### config.mk
export PLATFORM = sky130hd
export DESIGN_NAME = polyline_min_spacing_decimator
export DESIGN_NICKNAME = d
export VERILOG_FILES = /design/src/hw/rtl/pmsd_pkg.sv /design/src/hw/rtl/pmsd_isqrt.sv /design/src/hw/rtl/pmsd_dp.sv /design/src/hw/rtl/pmsd_ctrl.sv /design/src/hw/rtl/polyline_min_spacing_decimator.sv
export VERILOG_INCLUDE_DIRS = /design/src /design/src/hw/rtl
export SDC_FILE = /design/constraint.sdc
export NUM_CORES = 2
export LEC_CHECK = 0
export BUFFER_PORTS_ARGS = -buffer_cell sky130_fd_sc_hd__buf_2
export CORE_AREA = 2 2 425 216
export DETAILED_ROUTE_END_ITERATION = 8
export DIE_AREA = 0 0 427 218
export PLACE_DENSITY = 0.7
export SLEW_MARGIN = 20
export SYNTH_ARGS = -nofsm -noshare
export SYNTH_HDL_FRONTEND = slang
export SYNTH_HIERARCHICAL = 1
export SYNTH_SLANG_ARGS = --single-unit
### constraint.sdc
create_clock -name clk -period 21.8 [get_ports clk]
set_input_delay 1.09 -clock clk [delete_from_list [all_inputs] [get_ports clk]]
set_output_delay 1.09 -clock clk [all_outputs]
set_load 0.05 [all_outputs]
### src/hw/rtl/assert_macros.svh
// ---------------------------------------------------------------------------
// assert_macros.svh
// Concurrent assertion shorthands shared by the RTL.
// ---------------------------------------------------------------------------
`ifndef ASSERT_MACROS_SVH
`define ASSERT_MACROS_SVH

// Property holds at every clock edge outside reset.
`define PMSD_ASSERT_ALWAYS(name, ck, rn, prop) \
    name: assert property (@(posedge ck) disable iff (!rn) (prop)) \
        else $error("assertion failed: always");

// Same-cycle implication.
`define PMSD_ASSERT_IMP(name, ck, rn, pre, post) \
    name: assert property (@(posedge ck) disable iff (!rn) (pre) |-> (post)) \
        else $error("assertion failed: implication");

// Next-cycle implication.
`define PMSD_ASSERT_NEXT(name, ck, rn, pre, post) \
    name: assert property (@(posedge ck) disable iff (!rn) (pre) |=> (post)) \
        else $error("assertion failed: next-cycle implication");

`endif

### src/hw/rtl/pmsd_pkg.sv
`timescale 1ns / 1ps
`default_nettype none
// ---------------------------------------------------------------------------
// pmsd_pkg
// Shared constants and controller/datapath interface types for the decimator.
// ---------------------------------------------------------------------------
package pmsd_pkg;

    // Default geometry
    localparam int COORD_BITS_DEF  = 24;
    localparam int LENGTH_BITS_DEF = 32;

    // Spacing register
    localparam int                  SPACING_BITS    = 24;
    localparam logic [SPACING_BITS-1:0] MIN_SPACING_RST = 24'd1000;

    // Kept-point counter codes
    localparam logic [1:0] KEPT_NONE = 2'd0;
    localparam logic [1:0] KEPT_ONE  = 2'd1;
    localparam logic [1:0] KEPT_MAX  = 2'd2;

    // Controller -> datapath commands
    typedef struct packed {
        logic capture;     // latch input item
        logic sq_x;        // square |dx|
        logic sq_y;        // square |dy|
        logic root_start;  // launch square root
        logic accum;       // add segment length
        logic emit_first;  // output first point of a lane
        logic emit_mid;    // output midpoint
        logic emit_point;  // output kept point
    } pmsd_cmd_t;

    // Datapath -> controller status
    typedef struct packed {
        logic lane_started; // a lane is in progress
        logic sqrt_done;    // root ready
        logic keep;         // current point is kept
        logic need_mid;     // midpoint goes out first
        logic out_free;     // output register can load
    } pmsd_status_t;

endpackage
`default_nettype wire

### src/hw/rtl/pmsd_isqrt.sv
`timescale 1ns / 1ps
`default_nettype none
// ---------------------------------------------------------------------------
// pmsd_isqrt
// Digit-by-digit floor square root, one root bit per cycle.
// ---------------------------------------------------------------------------
module pmsd_isqrt
    import pmsd_pkg::*;
#(
    parameter int RW = COORD_BITS_DEF + 1
)
(
    input  wire logic            clk,
    input  wire logic            rst_n,
    input  wire logic            start,
    input  wire logic [2*RW-1:0] radicand,
    output logic                 done,
    output logic [RW-1:0]        root
);

    localparam int CNT_W = $clog2(RW + 1);

    logic [2*RW-1:0] rad_reg,  rad_next;
    logic [RW-1:0]   rem_reg,  rem_next;
    logic [RW-1:0]   root_reg, root_next;
    logic [CNT_W-1:0] cnt_reg, cnt_next;
    logic            busy_reg, busy_next;
    logic            done_reg, done_next;

    logic [RW+1:0] rem_sh;
    logic [RW+1:0] trial;
    logic [RW+1:0] diff;
    logic          ge;

    // One trial subtraction per cycle
    always_comb begin
        rem_sh = {rem_reg, rad_reg[2*RW-1 -: 2]};
        trial  = {root_reg, 2'b01};
        ge     = (rem_sh >= trial);
        diff   = rem_sh - trial;

        rad_next  = rad_reg;
        rem_next  = rem_reg;
        root_next = root_reg;
        cnt_next  = cnt_reg;
        busy_next = busy_reg;
        done_next = 1'b0;

        if (start) begin
            rad_next  = radicand;
            rem_next  = '0;
            root_next = '0;
            cnt_next  = CNT_W'(RW);
            busy_next = 1'b1;
        end else if (busy_reg) begin
            rad_next  = {rad_reg[2*RW-3:0], 2'b00};
            rem_next  = ge ? diff[RW-1:0] : rem_sh[RW-1:0];
            root_next = {root_reg[RW-2:0], ge};
            cnt_next  = cnt_reg - CNT_W'(1);
            if (cnt_reg == CNT_W'(1)) begin
                busy_next = 1'b0;
                done_next = 1'b1;
            end
        end
    end

    // Control
    always_ff @(posedge clk or negedge rst_n) begin
        if (!rst_n) begin
            busy_reg <= 1'b0;
            done_reg <= 1'b0;
            cnt_reg  <= '0;
        end else begin
            busy_reg <= busy_next;
            done_reg <= done_next;
            cnt_reg  <= cnt_next;
        end
    end

    // Working registers
    always_ff @(posedge clk) begin
        rad_reg  <= rad_next;
        rem_reg  <= rem_next;
        root_reg <= root_next;
    end

    assign done = done_reg;
    assign root = root_reg;

endmodule
`default_nettype wire

### src/hw/rtl/pmsd_dp.sv
`timescale 1ns / 1ps
`default_nettype none
// ---------------------------------------------------------------------------
// pmsd_dp
// Datapath: segment length, arc length accumulation, keep test, output item.
// ---------------------------------------------------------------------------
module pmsd_dp
    import pmsd_pkg::*;
#(
    parameter int COORD_BITS  = COORD_BITS_DEF,
    parameter int LENGTH_BITS = LENGTH_BITS_DEF
)
(
    input  wire logic                          clk,
    input  wire logic                          rst_n,
    input  wire logic                          cfg_we,
    input  wire logic [SPACING_BITS-1:0]       cfg_wdata,
    input  wire logic signed [COORD_BITS-1:0]  point_x,
    input  wire logic signed [COORD_BITS-1:0]  point_y,
    input  wire logic                          is_last,
    input  wire logic                          out_ready,
    input  wire pmsd_cmd_t                     cmd,
    output pmsd_status_t                       status,
    output logic                               out_valid,
    output logic signed [COORD_BITS-1:0]       kept_x,
    output logic signed [COORD_BITS-1:0]       kept_y,
    output logic [LENGTH_BITS-1:0]             arc_length,
    output logic                               lane_end
);

    localparam int C  = COORD_BITS;
    localparam int L  = LENGTH_BITS;
    localparam int D  = C + 1;                  // difference / magnitude width
    localparam int R  = C + 1;                  // root width
    localparam int SW = ((L > R) ? L : R) + 1;  // sum width before saturation
    localparam int CW = (L > SPACING_BITS) ? L : SPACING_BITS;

    // State
    logic [SPACING_BITS-1:0] min_spacing_reg;
    logic [C-1:0] x_reg, y_reg, prev_x_reg, prev_y_reg, first_x_reg, first_y_reg;
    logic         last_reg;
    logic [L-1:0] total_reg, since_reg;
    logic [1:0]   kept_count_reg;
    logic         lane_started_reg;
    logic [2*D-1:0] sqx_reg, sqy_reg;

    // Output register
    logic         out_valid_reg, out_valid_next;
    logic [C-1:0] kept_x_reg, kept_y_reg;
    logic [L-1:0] arc_reg;
    logic         end_reg;

    logic [D-1:0]   dx, dy, mag_dx, mag_dy, mag_sel;
    logic [2*D-1:0] sq;
    logic [2*R-1:0] rad_sum;
    logic [R-1:0]   root;
    logic           sqrt_done;
    logic [SW-1:0]  tot_sum, since_sum;
    logic [L-1:0]   tot_sat, since_sat;
    logic [D-1:0]   mid_x_sum, mid_y_sum;
    logic           out_free;

    // Segment deltas and shared squarer
    always_comb begin
        dx      = {x_reg[C-1], x_reg} - {prev_x_reg[C-1], prev_x_reg};
        dy      = {y_reg[C-1], y_reg} - {prev_y_reg[C-1], prev_y_reg};
        mag_dx  = dx[D-1] ? (D'(0) - dx) : dx;
        mag_dy  = dy[D-1] ? (D'(0) - dy) : dy;
        mag_sel = cmd.sq_y ? mag_dy : mag_dx;
        sq      = mag_sel * mag_sel;
        rad_sum = sqx_reg + sqy_reg;
    end

    pmsd_isqrt #(
        .RW (R)
    ) u_isqrt (
        .clk      (clk),
        .rst_n    (rst_n),
        .start    (cmd.root_start),
        .radicand (rad_sum),
        .done     (sqrt_done),
        .root     (root)
    );

    // Saturating accumulation
    always_comb begin
        tot_sum   = SW'(total_reg) + SW'(root);
        since_sum = SW'(since_reg) + SW'(root);
        tot_sat   = (|tot_sum[SW-1:L])   ? {L{1'b1}} : tot_sum[L-1:0];
        since_sat = (|since_sum[SW-1:L]) ? {L{1'b1}} : since_sum[L-1:0];
    end

    // Midpoint, floor of the halved sum
    always_comb begin
        mid_x_sum = {first_x_reg[C-1], first_x_reg} + {x_reg[C-1], x_reg};
        mid_y_sum = {first_y_reg[C-1], first_y_reg} + {y_reg[C-1], y_reg};
    end

    // Status to controller
    always_comb begin
        out_free            = !out_valid_reg || out_ready;
        status.lane_started = lane_started_reg;
        status.sqrt_done    = sqrt_done;
        status.keep         = (CW'(since_reg) > CW'(min_spacing_reg)) || last_reg;
        status.need_mid     = last_reg && (kept_count_reg == KEPT_ONE);
        status.out_free     = out_free;
    end

    // Output valid
    always_comb begin
        out_valid_next = out_valid_reg;
        if (cmd.emit_first || cmd.emit_mid || cmd.emit_point) begin
            out_valid_next = 1'b1;
        end else if (out_ready) begin
            out_valid_next = 1'b0;
        end
    end

    // Control and lane state
    always_ff @(posedge clk or negedge rst_n) begin
        if (!rst_n) begin
            min_spacing_reg  <= MIN_SPACING_RST;
            out_valid_reg    <= 1'b0;
            lane_started_reg <= 1'b0;
            kept_count_reg   <= KEPT_NONE;
            total_reg        <= '0;
            since_reg        <= '0;
        end else begin
            out_valid_reg <= out_valid_next;
            if (cfg_we) begin
                min_spacing_reg <= cfg_wdata;
            end
            if (cmd.emit_first) begin
                lane_started_reg <= !last_reg;
                kept_count_reg   <= KEPT_ONE;
                total_reg        <= '0;
                since_reg        <= '0;
            end
            if (cmd.accum) begin
                total_reg <= tot_sat;
                since_reg <= since_sat;
            end
            if (cmd.emit_point) begin
                since_reg <= '0;
                if (kept_count_reg != KEPT_MAX) begin
                    kept_count_reg <= kept_count_reg + 2'd1;
                end
                if (last_reg) begin
                    lane_started_reg <= 1'b0;
                end
            end
        end
    end

    // Payload registers
    always_ff @(posedge clk) begin
        if (cmd.capture) begin
            x_reg    <= point_x;
            y_reg    <= point_y;
            last_reg <= is_last;
        end
        if (cmd.sq_x) begin
            sqx_reg <= sq;
        end
        if (cmd.sq_y) begin
            sqy_reg <= sq;
        end
        if (cmd.emit_first) begin
            first_x_reg <= x_reg;
            first_y_reg <= y_reg;
            prev_x_reg  <= x_reg;
            prev_y_reg  <= y_reg;
            kept_x_reg  <= x_reg;
            kept_y_reg  <= y_reg;
            arc_reg     <= '0;
            end_reg     <= last_reg;
        end
        if (cmd.accum) begin
            prev_x_reg <= x_reg;
            prev_y_reg <= y_reg;
        end
        if (cmd.emit_mid) begin
            kept_x_reg <= mid_x_sum[C:1];
            kept_y_reg <= mid_y_sum[C:1];
            arc_reg    <= {1'b0, total_reg[L-1:1]};
            end_reg    <= 1'b0;
        end
        if (cmd.emit_point) begin
            kept_x_reg <= x_reg;
            kept_y_reg <= y_reg;
            arc_reg    <= total_reg;
            end_reg    <= last_reg;
        end
    end

    assign out_valid  = out_valid_reg;
    assign kept_x     = kept_x_reg;
    assign kept_y     = kept_y_reg;
    assign arc_length = arc_reg;
    assign lane_end   = end_reg;

endmodule
`default_nettype wire

### src/hw/rtl/pmsd_ctrl.sv
`timescale 1ns / 1ps
`default_nettype none
// ---------------------------------------------------------------------------
// pmsd_ctrl
// Sequencer: steps one item through square, root, accumulate and emit.
// ---------------------------------------------------------------------------
module pmsd_ctrl
    import pmsd_pkg::*;
(
    input  wire logic         clk,
    input  wire logic         rst_n,
    input  wire logic         in_valid,
    output logic              in_ready,
    input  wire pmsd_status_t status,
    output pmsd_cmd_t         cmd
);

    localparam logic [3:0] S_IDLE   = 4'd0;
    localparam logic [3:0] S_FIRST  = 4'd1;
    localparam logic [3:0] S_SQX    = 4'd2;
    localparam logic [3:0] S_SQY    = 4'd3;
    localparam logic [3:0] S_LOAD   = 4'd4;
    localparam logic [3:0] S_ROOT   = 4'd5;
    localparam logic [3:0] S_ACCUM  = 4'd6;
    localparam logic [3:0] S_DECIDE = 4'd7;
    localparam logic [3:0] S_MID    = 4'd8;
    localparam logic [3:0] S_POINT  = 4'd9;

    logic [3:0] state_reg, state_next;

    // Next state and commands
    always_comb begin
        state_next = state_reg;
        cmd        = '0;
        in_ready   = 1'b0;
        case (state_reg)
            S_IDLE: begin
                in_ready = 1'b1;
                if (in_valid) begin
                    cmd.capture = 1'b1;
                    state_next  = status.lane_started ? S_SQX : S_FIRST;
                end
            end
            S_FIRST: begin
                if (status.out_free) begin
                    cmd.emit_first = 1'b1;
                    state_next     = S_IDLE;
                end
            end
            S_SQX: begin
                cmd.sq_x   = 1'b1;
                state_next = S_SQY;
            end
            S_SQY: begin
                cmd.sq_y   = 1'b1;
                state_next = S_LOAD;
            end
            S_LOAD: begin
                cmd.root_start = 1'b1;
                state_next     = S_ROOT;
            end
            S_ROOT: begin
                if (status.sqrt_done) begin
                    state_next = S_ACCUM;
                end
            end
            S_ACCUM: begin
                cmd.accum  = 1'b1;
                state_next = S_DECIDE;
            end
            S_DECIDE: begin
                if (!status.keep) begin
                    state_next = S_IDLE;
                end else if (status.need_mid) begin
                    state_next = S_MID;
                end else begin
                    state_next = S_POINT;
                end
            end
            S_MID: begin
                if (status.out_free) begin
                    cmd.emit_mid = 1'b1;
                    state_next   = S_POINT;
                end
            end
            S_POINT: begin
                if (status.out_free) begin
                    cmd.emit_point = 1'b1;
                    state_next     = S_IDLE;
                end
            end
            default: begin
                state_next = S_IDLE;
            end
        endcase
    end

    // State register
    always_ff @(posedge clk or negedge rst_n) begin
        if (!rst_n) begin
            state_reg <= S_IDLE;
        end else begin
            state_reg <= state_next;
        end
    end

endmodule
`default_nettype wire

### src/hw/rtl/polyline_min_spacing_decimator.sv
`timescale 1ns / 1ps
`default_nettype none
// ---------------------------------------------------------------------------
// polyline_min_spacing_decimator
// Thins a lane point stream to points spaced by a minimum arc length.
// ---------------------------------------------------------------------------
//  channel  handshake              payload
//  in       in_valid / in_ready    point_x, point_y, is_last
//  out      out_valid / out_ready  kept_x, kept_y, arc_length, lane_end
//  cfg      cfg_we                 cfg_wdata (min_spacing)
//
//  First point of a lane: S_FIRST lies between its accept and the next accept.
//  Later points step through S_SQX, S_SQY, S_LOAD, S_ROOT, S_ACCUM and
//  S_DECIDE, with the root built one bit per cycle (COORD_BITS + 1 root bits);
//  a kept point adds S_POINT, and a midpoint adds S_MID before it.
//  One item is in flight at a time; a result waiting in the output register
//  does not block the next accept, only the next load of that register.
//  Reset clears the lane state and sets min_spacing to 1000; no clearing pass.
// ---------------------------------------------------------------------------
`include "assert_macros.svh"

module polyline_min_spacing_decimator
    import pmsd_pkg::*;
#(
    parameter int COORD_BITS  = COORD_BITS_DEF,
    parameter int LENGTH_BITS = LENGTH_BITS_DEF
)
(
    input  wire logic                          clk,
    input  wire logic                          rst_n,
    input  wire logic                          cfg_we,
    input  wire logic [SPACING_BITS-1:0]       cfg_wdata,
    input  wire logic                          in_valid,
    output logic                               in_ready,
    input  wire logic signed [COORD_BITS-1:0]  point_x,
    input  wire logic signed [COORD_BITS-1:0]  point_y,
    input  wire logic                          is_last,
    output logic                               out_valid,
    input  wire logic                          out_ready,
    output logic signed [COORD_BITS-1:0]       kept_x,
    output logic signed [COORD_BITS-1:0]       kept_y,
    output logic [LENGTH_BITS-1:0]             arc_length,
    output logic                               lane_end
);

    pmsd_cmd_t    cmd;
    pmsd_status_t st;

    pmsd_ctrl u_ctrl (
        .clk      (clk),
        .rst_n    (rst_n),
        .in_valid (in_valid),
        .in_ready (in_ready),
        .status   (st),
        .cmd      (cmd)
    );

    pmsd_dp #(
        .COORD_BITS  (COORD_BITS),
        .LENGTH_BITS (LENGTH_BITS)
    ) u_dp (
        .clk        (clk),
        .rst_n      (rst_n),
        .cfg_we     (cfg_we),
        .cfg_wdata  (cfg_wdata),
        .point_x    (point_x),
        .point_y    (point_y),
        .is_last    (is_last),
        .out_ready  (out_ready),
        .cmd        (cmd),
        .status     (st),
        .out_valid  (out_valid),
        .kept_x     (kept_x),
        .kept_y     (kept_y),
        .arc_length (arc_length),
        .lane_end   (lane_end)
    );

    // Emit commands, gathered for checks
    logic [2:0] emit_vec;
    logic       emit_any;
    assign emit_vec = {cmd.emit_first, cmd.emit_mid, cmd.emit_point};
    assign emit_any = |emit_vec;

    // Checks
    `PMSD_ASSERT_NEXT(a_one_item, clk, rst_n, in_valid && in_ready, !in_ready)
    `PMSD_ASSERT_IMP(a_load_when_free, clk, rst_n, emit_any, st.out_free)
    `PMSD_ASSERT_ALWAYS(a_single_emit, clk, rst_n, $onehot0(emit_vec))
    `PMSD_ASSERT_IMP(a_root_busy, clk, rst_n, st.sqrt_done, !in_ready)

endmodule
`default_nettype wire

# Word level (Yosys, flattened, before mapping)
# Cells that the tools add are included.
# word_totals
register_bits,529
latchBits,0
mem_bits_rw,0
mem_bits_ro,0
inputBits,78
output_inout_bits,83
word_cells,132
memories,0
# op_classes
add_sub_neg,12
n_mul,1
div_mod_pow,0
order_cmp,2
n_eq_ne,16
n_shift,0
n_mux,60
bitwise_logic,0
reduce_logical,15
# ops
op,count
32-bit two-way mux,8
24-bit two-way mux,8
25-bit two-way mux,4
50-bit two-way mux,2
32-bit by 25-bit adder with 33-bit output,2
24-bit by 24-bit adder with 25-bit output,2
50-bit adder,1
25-bit by 25-bit multiplier with 50-bit output,1
1-bit by 25-bit subtractor with 25-bit output (first input constant),2
24-bit by 24-bit subtractor with 25-bit output,2
4-bit case mux with 9 select lines,1
32-bit by 24-bit greater-than comparator with 1-bit output,1
27-bit >= comparator,1
1-bit two-way mux,26
25-bit subtractor,1
4-bit two-way mux,5
4-bit by 3-bit == test with 1-bit output (second input constant),4
5-bit two-way mux,2
4-bit by 2-bit == test with 1-bit output (second input constant),2
4-bit == test (second input constant),2
2-bit two-way mux,4
2-bit by 1-bit != test with 1-bit output (second input constant),3
2-bit nonzero test,3
3-bit nonzero test,2
other kinds (12),17

# Logic depth before layout (Yosys ltp)
# depth
word_depth,7
ltp_mapped,46
depth_no_buf,44

# By module
# The synthesis kept the hierarchy.
# modules_own_cells
module,n_inst,cells_each,area_each_um2,seq_area_each_um2
pmsd_dp,1,4313,42488.2,12039.0
pmsd_isqrt,1,562,5923.2,2677.6
pmsd_ctrl,1,46,377.9,100.1

# Least setup slack after synthesis
# No wires, ideal clock.
# synth_path
path_kind,flip-flop to flip-flop
startpoint,reg u_ctrl.state_reg[1]
endpoint,reg u_dp.sqx_reg[49] (data pin)
setup_time_ns,0.264
arrival_time_ns,12.283
setup_slack_ns,9.253
stages_incl_launch_ff,33
path_buffers,5
period_less_slack_ns,12.547
cell_sequence,dfrtp_1 -> buf_2 -> nand2_1 -> nor3_1 -> clkbuf_1 -> buf_1 -> nand2_1 -> nand2_1 -> clkbuf_1 -> clkbuf_1 -> nor2_1 -> fa_1 -> fa_1 -> fa_1 -> fa_1 -> fa_1 -> inv_1 -> fa_1 -> inv_1 -> fa_1 -> ha_1 -> a21o_1 -> a21o_1 -> a21o_1 -> o31ai_1 -> a211oi_1 -> o211a_1 -> or4_1 -> a2111oi_0 -> o41ai_1 -> a21oi_1 -> a21oi_1 -> xnor2_1
# synth_lines
item,line,rtl
from (decl),pmsd_ctrl.sv:29,"logic [3:0] state_reg, state_next;"
from (signal assigned),pmsd_ctrl.sv:103,state_reg <= state_next;
to (signal assigned),pmsd_dp.sv:163,sqx_reg <= sq;
to (decl),pmsd_dp.sv:45,"logic [2*D-1:0] sqx_reg, sqy_reg;"

# Worst setup path after layout
# layout_path
startpoint,reg u_dp.y_reg[0]
endpoint,reg u_dp.sqx_reg[48] (data pin)
# layout_via
elab_chain_cells,5
# layout_rtl
item,line,rtl
from (decl),pmsd_dp.sv:40,"logic [C-1:0] x_reg, y_reg, prev_x_reg, prev_y_reg, first_x_reg, first_y_reg;"
from (signal assigned),pmsd_dp.sv:159,y_reg <= point_y;
24-bit by 24-bit subtractor with 25-bit output *,pmsd_dp.sv:66,"dy = {y_reg[C-1], y_reg} - {prev_y_reg[C-1], prev_y_reg};"
1-bit by 25-bit subtractor with 25-bit output,pmsd_dp.sv:68,mag_dy = dy[D-1] ? (D'(0) - dy) : dy;
25-bit two-way mux *,pmsd_dp.sv:68,
25-bit two-way mux *,pmsd_dp.sv:69,mag_sel = cmd.sq_y ? mag_dy : mag_dx;
25-bit by 25-bit multiplier with 50-bit output *,pmsd_dp.sv:70,sq = mag_sel * mag_sel;
named net u_dp.sq[48],pmsd_dp.sv:54,logic [2*D-1:0] sq;
# The timed path passes the listed nets; every way through them passes the cells marked *.
# A chain may end at the register's enable or synchronous reset.

==> flow_summary.html <==
<table>
<tr><th>Metric</th><th>Value</th></tr>
<tr><th colspan="2">Critical path</th></tr>
<tr><td>Library cell appearing most often on the critical path</td><td>sky130_fd_sc_hd__fa_1</td></tr>
<tr><td>Setup slack, reg-to-reg</td><td>8620 ps</td></tr>
<tr><td>Capturing element type of the critical path</td><td>flip-flop</td></tr>
<tr><td>Critical Path Fanout Max</td><td>27</td></tr>
<tr><td>Family of cells with the greatest summed delay on the critical path</td><td>adder cells</td></tr>
<tr><td>Cell depth of the worst flop-to-flop path</td><td>38</td></tr>
<tr><td>Slowest cell on crit path</td><td>sky130_fd_sc_hd__a2111oi_0</td></tr>
<tr><td>Terminus of the critical flop-to-flop path</td><td>u_dp/sqx_reg[48]</td></tr>
<tr><td>Critical path launch point type</td><td>flip-flop</td></tr>
<tr><td>CP max stage delay</td><td>780 ps</td></tr>
<tr><td>Count of buffering cells on the critical path with inverters included</td><td>7</td></tr>
<tr><td>Type of the worst setup path</td><td>reg2reg</td></tr>
<tr><td>Data arrival time at the worst-slack endpoint</td><td>13640 ps</td></tr>
<tr><td>Launching point of the worst reg2reg path</td><td>u_dp/y_reg[0]</td></tr>
<tr><td>Data required, critical path</td><td>22260 ps</td></tr>
<tr><th colspan="2">Placement</th></tr>
<tr><td>Dpl hpwl</td><td>106.9 mm</td></tr>
<tr><td>Port bufs</td><td>160</td></tr>
<tr><td>Global placement routability congestion</td><td>1.060</td></tr>
<tr><th colspan="2">Logic synthesis</th></tr>
<tr><td>Top-area cell type share of the netlist area</td><td>23.02%</td></tr>
<tr><td>Sequential cell area fraction in the yosys report</td><td>30.37%</td></tr>
<tr><td>Instance count of the mapped netlist</td><td>4921</td></tr>
<tr><td>Fraction of registers with async set/reset</td><td>19.54%</td></tr>
<tr><td>Number of storage elements in the synthesis netlist</td><td>527</td></tr>
<tr><td>Distinct cell type count of the synthesized netlist</td><td>114</td></tr>
<tr><td>Top_reg_cell synth</td><td>sky130_fd_sc_hd__edfxtp_1</td></tr>
<tr><td>Mean cell area of the mapped netlist</td><td>9.915 sq um</td></tr>
<tr><td>Synth Cell Area</td><td>48790 sq um</td></tr>
<tr><td>Post-synth EDFFs</td><td>374</td></tr>
<tr><td>Dominant cell type by area after synthesis</td><td>sky130_fd_sc_hd__edfxtp_1</td></tr>
<tr><td>Number of synthesis warnings</td><td>6</td></tr>
<tr><td>Leading post-synthesis cells by cell area</td><td>sky130_fd_sc_hd__edfxtp_1 (23%), sky130_fd_sc_hd__fa_1 (20%), sky130_fd_sc_hd__ha_1 (11%), sky130_fd_sc_hd__inv_1 (5.7%), sky130_fd_sc_hd__dfrtp_1 (5.0%)</td></tr>
<tr><td>Top cells by count, synth</td><td>sky130_fd_sc_hd__inv_1 (743), sky130_fd_sc_hd__fa_1 (476), sky130_fd_sc_hd__ha_1 (427)</td></tr>
<tr><td>Most frequent cell after synthesis</td><td>sky130_fd_sc_hd__inv_1</td></tr>
<tr><th colspan="2">STA</th></tr>
<tr><td>Post-route clock period utilization</td><td>60.46%</td></tr>
<tr><td>Largest clock skew in the final design</td><td>54.12 ps</td></tr>
<tr><td>Achievable clock frequency</td><td>75.87 MHz</td></tr>
<tr><td>Summed negative setup slack over all endpoints</td><td>0 ps</td></tr>
<tr><td>Max-slew violation count</td><td>0</td></tr>
<tr><td>Final number of hold-violating endpoints</td><td>0</td></tr>
<tr><td>Setup repair after global routing missed its margin</td><td>no</td></tr>
<tr><td>Number of setup violations in the final report</td><td>0</td></tr>
<tr><td>Clock period minus worst slack</td><td>13180 ps</td></tr>
<tr><td>Transition at the pin with the smallest max-transition slack</td><td>1045 ps</td></tr>
<tr><td>Worst slew margin relative to its limit</td><td>30.05%</td></tr>
<tr><th colspan="2">Clock network</th></tr>
<tr><td>Skew-Pair Late Insertion Delay</td><td>670 ps</td></tr>
<tr><td>Worst-path clk slew</td><td>70 ps</td></tr>
<tr><td>Cts hold-fix bufs</td><td>0</td></tr>
<tr><td>CTS root buffer</td><td>sky130_fd_sc_hd__clkbuf_16</td></tr>
<tr><td>Sinks on Clock Net</td><td>527</td></tr>
<tr><td>Count of H-tree levels built during CTS</td><td>2</td></tr>
<tr><td>Number of CTS-inserted buffers</td><td>51</td></tr>
<tr><td>Deepest clock path buffer count</td><td>3</td></tr>
<tr><td>TritonCTS clock tree</td><td>done</td></tr>
<tr><td>Setup bufs post-CTS</td><td>0</td></tr>
<tr><td>Post-cts gate resize count</td><td>0</td></tr>
<tr><th colspan="2">Route</th></tr>
<tr><td>Detailed-route vias per instance</td><td>5.836</td></tr>
<tr><td>Vias post-DR</td><td>36580</td></tr>
<tr><td>DRC marker count from the first detailed-route iteration</td><td>4015</td></tr>
<tr><td># DRC</td><td>0</td></tr>
<tr><td>Detailed-route wire length</td><td>135.3 mm</td></tr>
<tr><td>Wire length per cell</td><td>21.58 um</td></tr>
<tr><td>DR pass1 iterations</td><td>8</td></tr>
<tr><td>Count of antenna-violating nets left after detailed routing</td><td>0</td></tr>
<tr><th colspan="2">Die</th></tr>
<tr><td>Die Height</td><td>218 um</td></tr>
<tr><td>Die ar.</td><td>93090 sq um</td></tr>
<tr><td>Standard-cell rows</td><td>78</td></tr>
<tr><td>I/O pin cnt</td><td>161</td></tr>
<tr><td>Initial cell density of the core</td><td>54.46%</td></tr>
<tr><td>Chip width</td><td>427 um</td></tr>
<tr><td>Core region area</td><td>89590 sq um</td></tr>
<tr><th colspan="2">Global route</th></tr>
<tr><td>Largest net degree at the start of global routing</td><td>88</td></tr>
<tr><td>Global-route total usage across every layer</td><td>29.58%</td></tr>
<tr><td>Total grt overflow</td><td>0</td></tr>
<tr><td>First-pass GRT wire length</td><td>210.8 mm</td></tr>
<tr><td>Vias in the first global route</td><td>35370</td></tr>
<tr><td>Number of antenna violations at the first check in global routing</td><td>4</td></tr>
<tr><th colspan="2">Layout</th></tr>
<tr><td>Inserted Diodes</td><td>0</td></tr>
<tr><td>Post-layout nets</td><td>6007</td></tr>
<tr><td>Fraction of final layout cells with drive strength greater than 1</td><td>8.820%</td></tr>
<tr><td>Number of flip-flops in the largest register</td><td>50</td></tr>
<tr><td>Area added between synthesis and finish</td><td>7.894%</td></tr>
<tr><th colspan="2">Status</th></tr>
<tr><td>Status</td><td>complete, no violations</td></tr>
<tr><th colspan="2">Hold path</th></tr>
<tr><td>Worst hold path class</td><td>in2async</td></tr>
<tr><th colspan="2">Flow run</th></tr>
<tr><td>Max Cap Viol</td><td>0</td></tr>
</table>
layout by cell type (no fill, tap or decap), types with 75 or more instances in the layout:
| cell type | instances |
|---|---|
| sky130_fd_sc_hd__nor3_1 | 75 |
| sky130_fd_sc_hd__a21oi_1 | 229 |
| sky130_fd_sc_hd__o21ai_0 | 215 |
| sky130_fd_sc_hd__xor2_1 | 93 |
| sky130_fd_sc_hd__a21o_1 | 110 |
| sky130_fd_sc_hd__dfrtp_1 | 96 |
| sky130_fd_sc_hd__nor2_1 | 384 |
| sky130_fd_sc_hd__nand2_1 | 412 |
| sky130_fd_sc_hd__edfxtp_1 | 374 |
| sky130_fd_sc_hd__xnor2_1 | 153 |
| sky130_fd_sc_hd__fa_1 | 476 |
| sky130_fd_sc_hd__inv_1 | 742 |
| sky130_fd_sc_hd__buf_2 | 159 |
| sky130_fd_sc_hd__ha_1 | 427 |
per-layer routing:
metal  wire, um  global-route usage, %  up-vias
met1      64380                  46.32    17670
met5        249                  1.615        -
li1           -                      -    16860
met4       2224                  5.000        8
met2      48140                  35.85     1867
met3      20290                  14.47      172
layout make-up:
cell class,instances,area [sq um]
fillers,7613,36950
well taps,1200,1501
clock buffers,69,1446
repair buffers,197,1101
inverters,760,2863
flip-flops and latches,527,14820
multi-input cells,3489,30560
clock inverters,26,347.8
worst reg2reg max path, delay by kind of cell (launching register included):
family                   cells  cell delay, ps
AO/OA/AOI/OAI               11            4300
XOR/XNOR                     1             180
adder cells (fa/ha/maj)     10            4550
buffers and inverters        7             920
flip-flops                   1             470
AND/OR/NAND/NOR              9            2560
through the flow:
stage | instances | area [sq um] | util, % | worst slack [ps] | hold WS, ps
after floorplan | 4937 | 48850 | - | 9253 | 452.1
after global placement | 6172 | 50810 | 56.71 | 9143 | 476.6
after detailed placement | 6172 | 50810 | 56.71 | 8892 | 486.9
after CTS | 6267 | 52600 | 58.72 | 8831 | 470.2
after global routing | 6268 | 52640 | 58.76 | 8001 | 512.4
final | 6268 | 52640 | 58.76 | 8620 | 480.8
worst max path at each step:
stage | slack (ps) | cells after the start | endpoint | start
floorplan | 9250 | 32 | u_dp/sqx_reg[49] | u_ctrl/state_reg[1]
global placement | 9140 | 38 | u_dp/sqx_reg[48] | u_dp/y_reg[0]
detailed placement | 8890 | 39 | u_dp/sqx_reg[49] | u_dp/y_reg[0]
CTS | 8830 | 39 | u_dp/sqy_reg[49] | u_dp/y_reg[0]
global route | 8000 | 41 | u_dp/sqx_reg[48] | u_dp/x_reg[0]
finish | 8620 | 38 | u_dp/sqx_reg[48] | u_dp/y_reg[0]
logic make-up (layout without fill, tap and decap cells):
| family | after synthesis | count (layout) | synth area share, % |
|---|---|---|---|
| fa+ha+maj | 903 | 903 | 30.48 |
| mux | 106 | 106 | 2.339 |
| flops | 527 | 527 | 30.37 |
| compound gates | 988 | 988 | 13.43 |
| xor+xnor | 246 | 246 | 4.416 |
| buf+inv | 921 | 1052 | 7.270 |
| simple gates | 1228 | 1228 | 11.68 |
| other cells | 2 | 18 | 0.01539 |
Power is left out: the tool's default activity adds up to more than one toggle a clock period on the data nets, which glitch-free logic cannot reach.
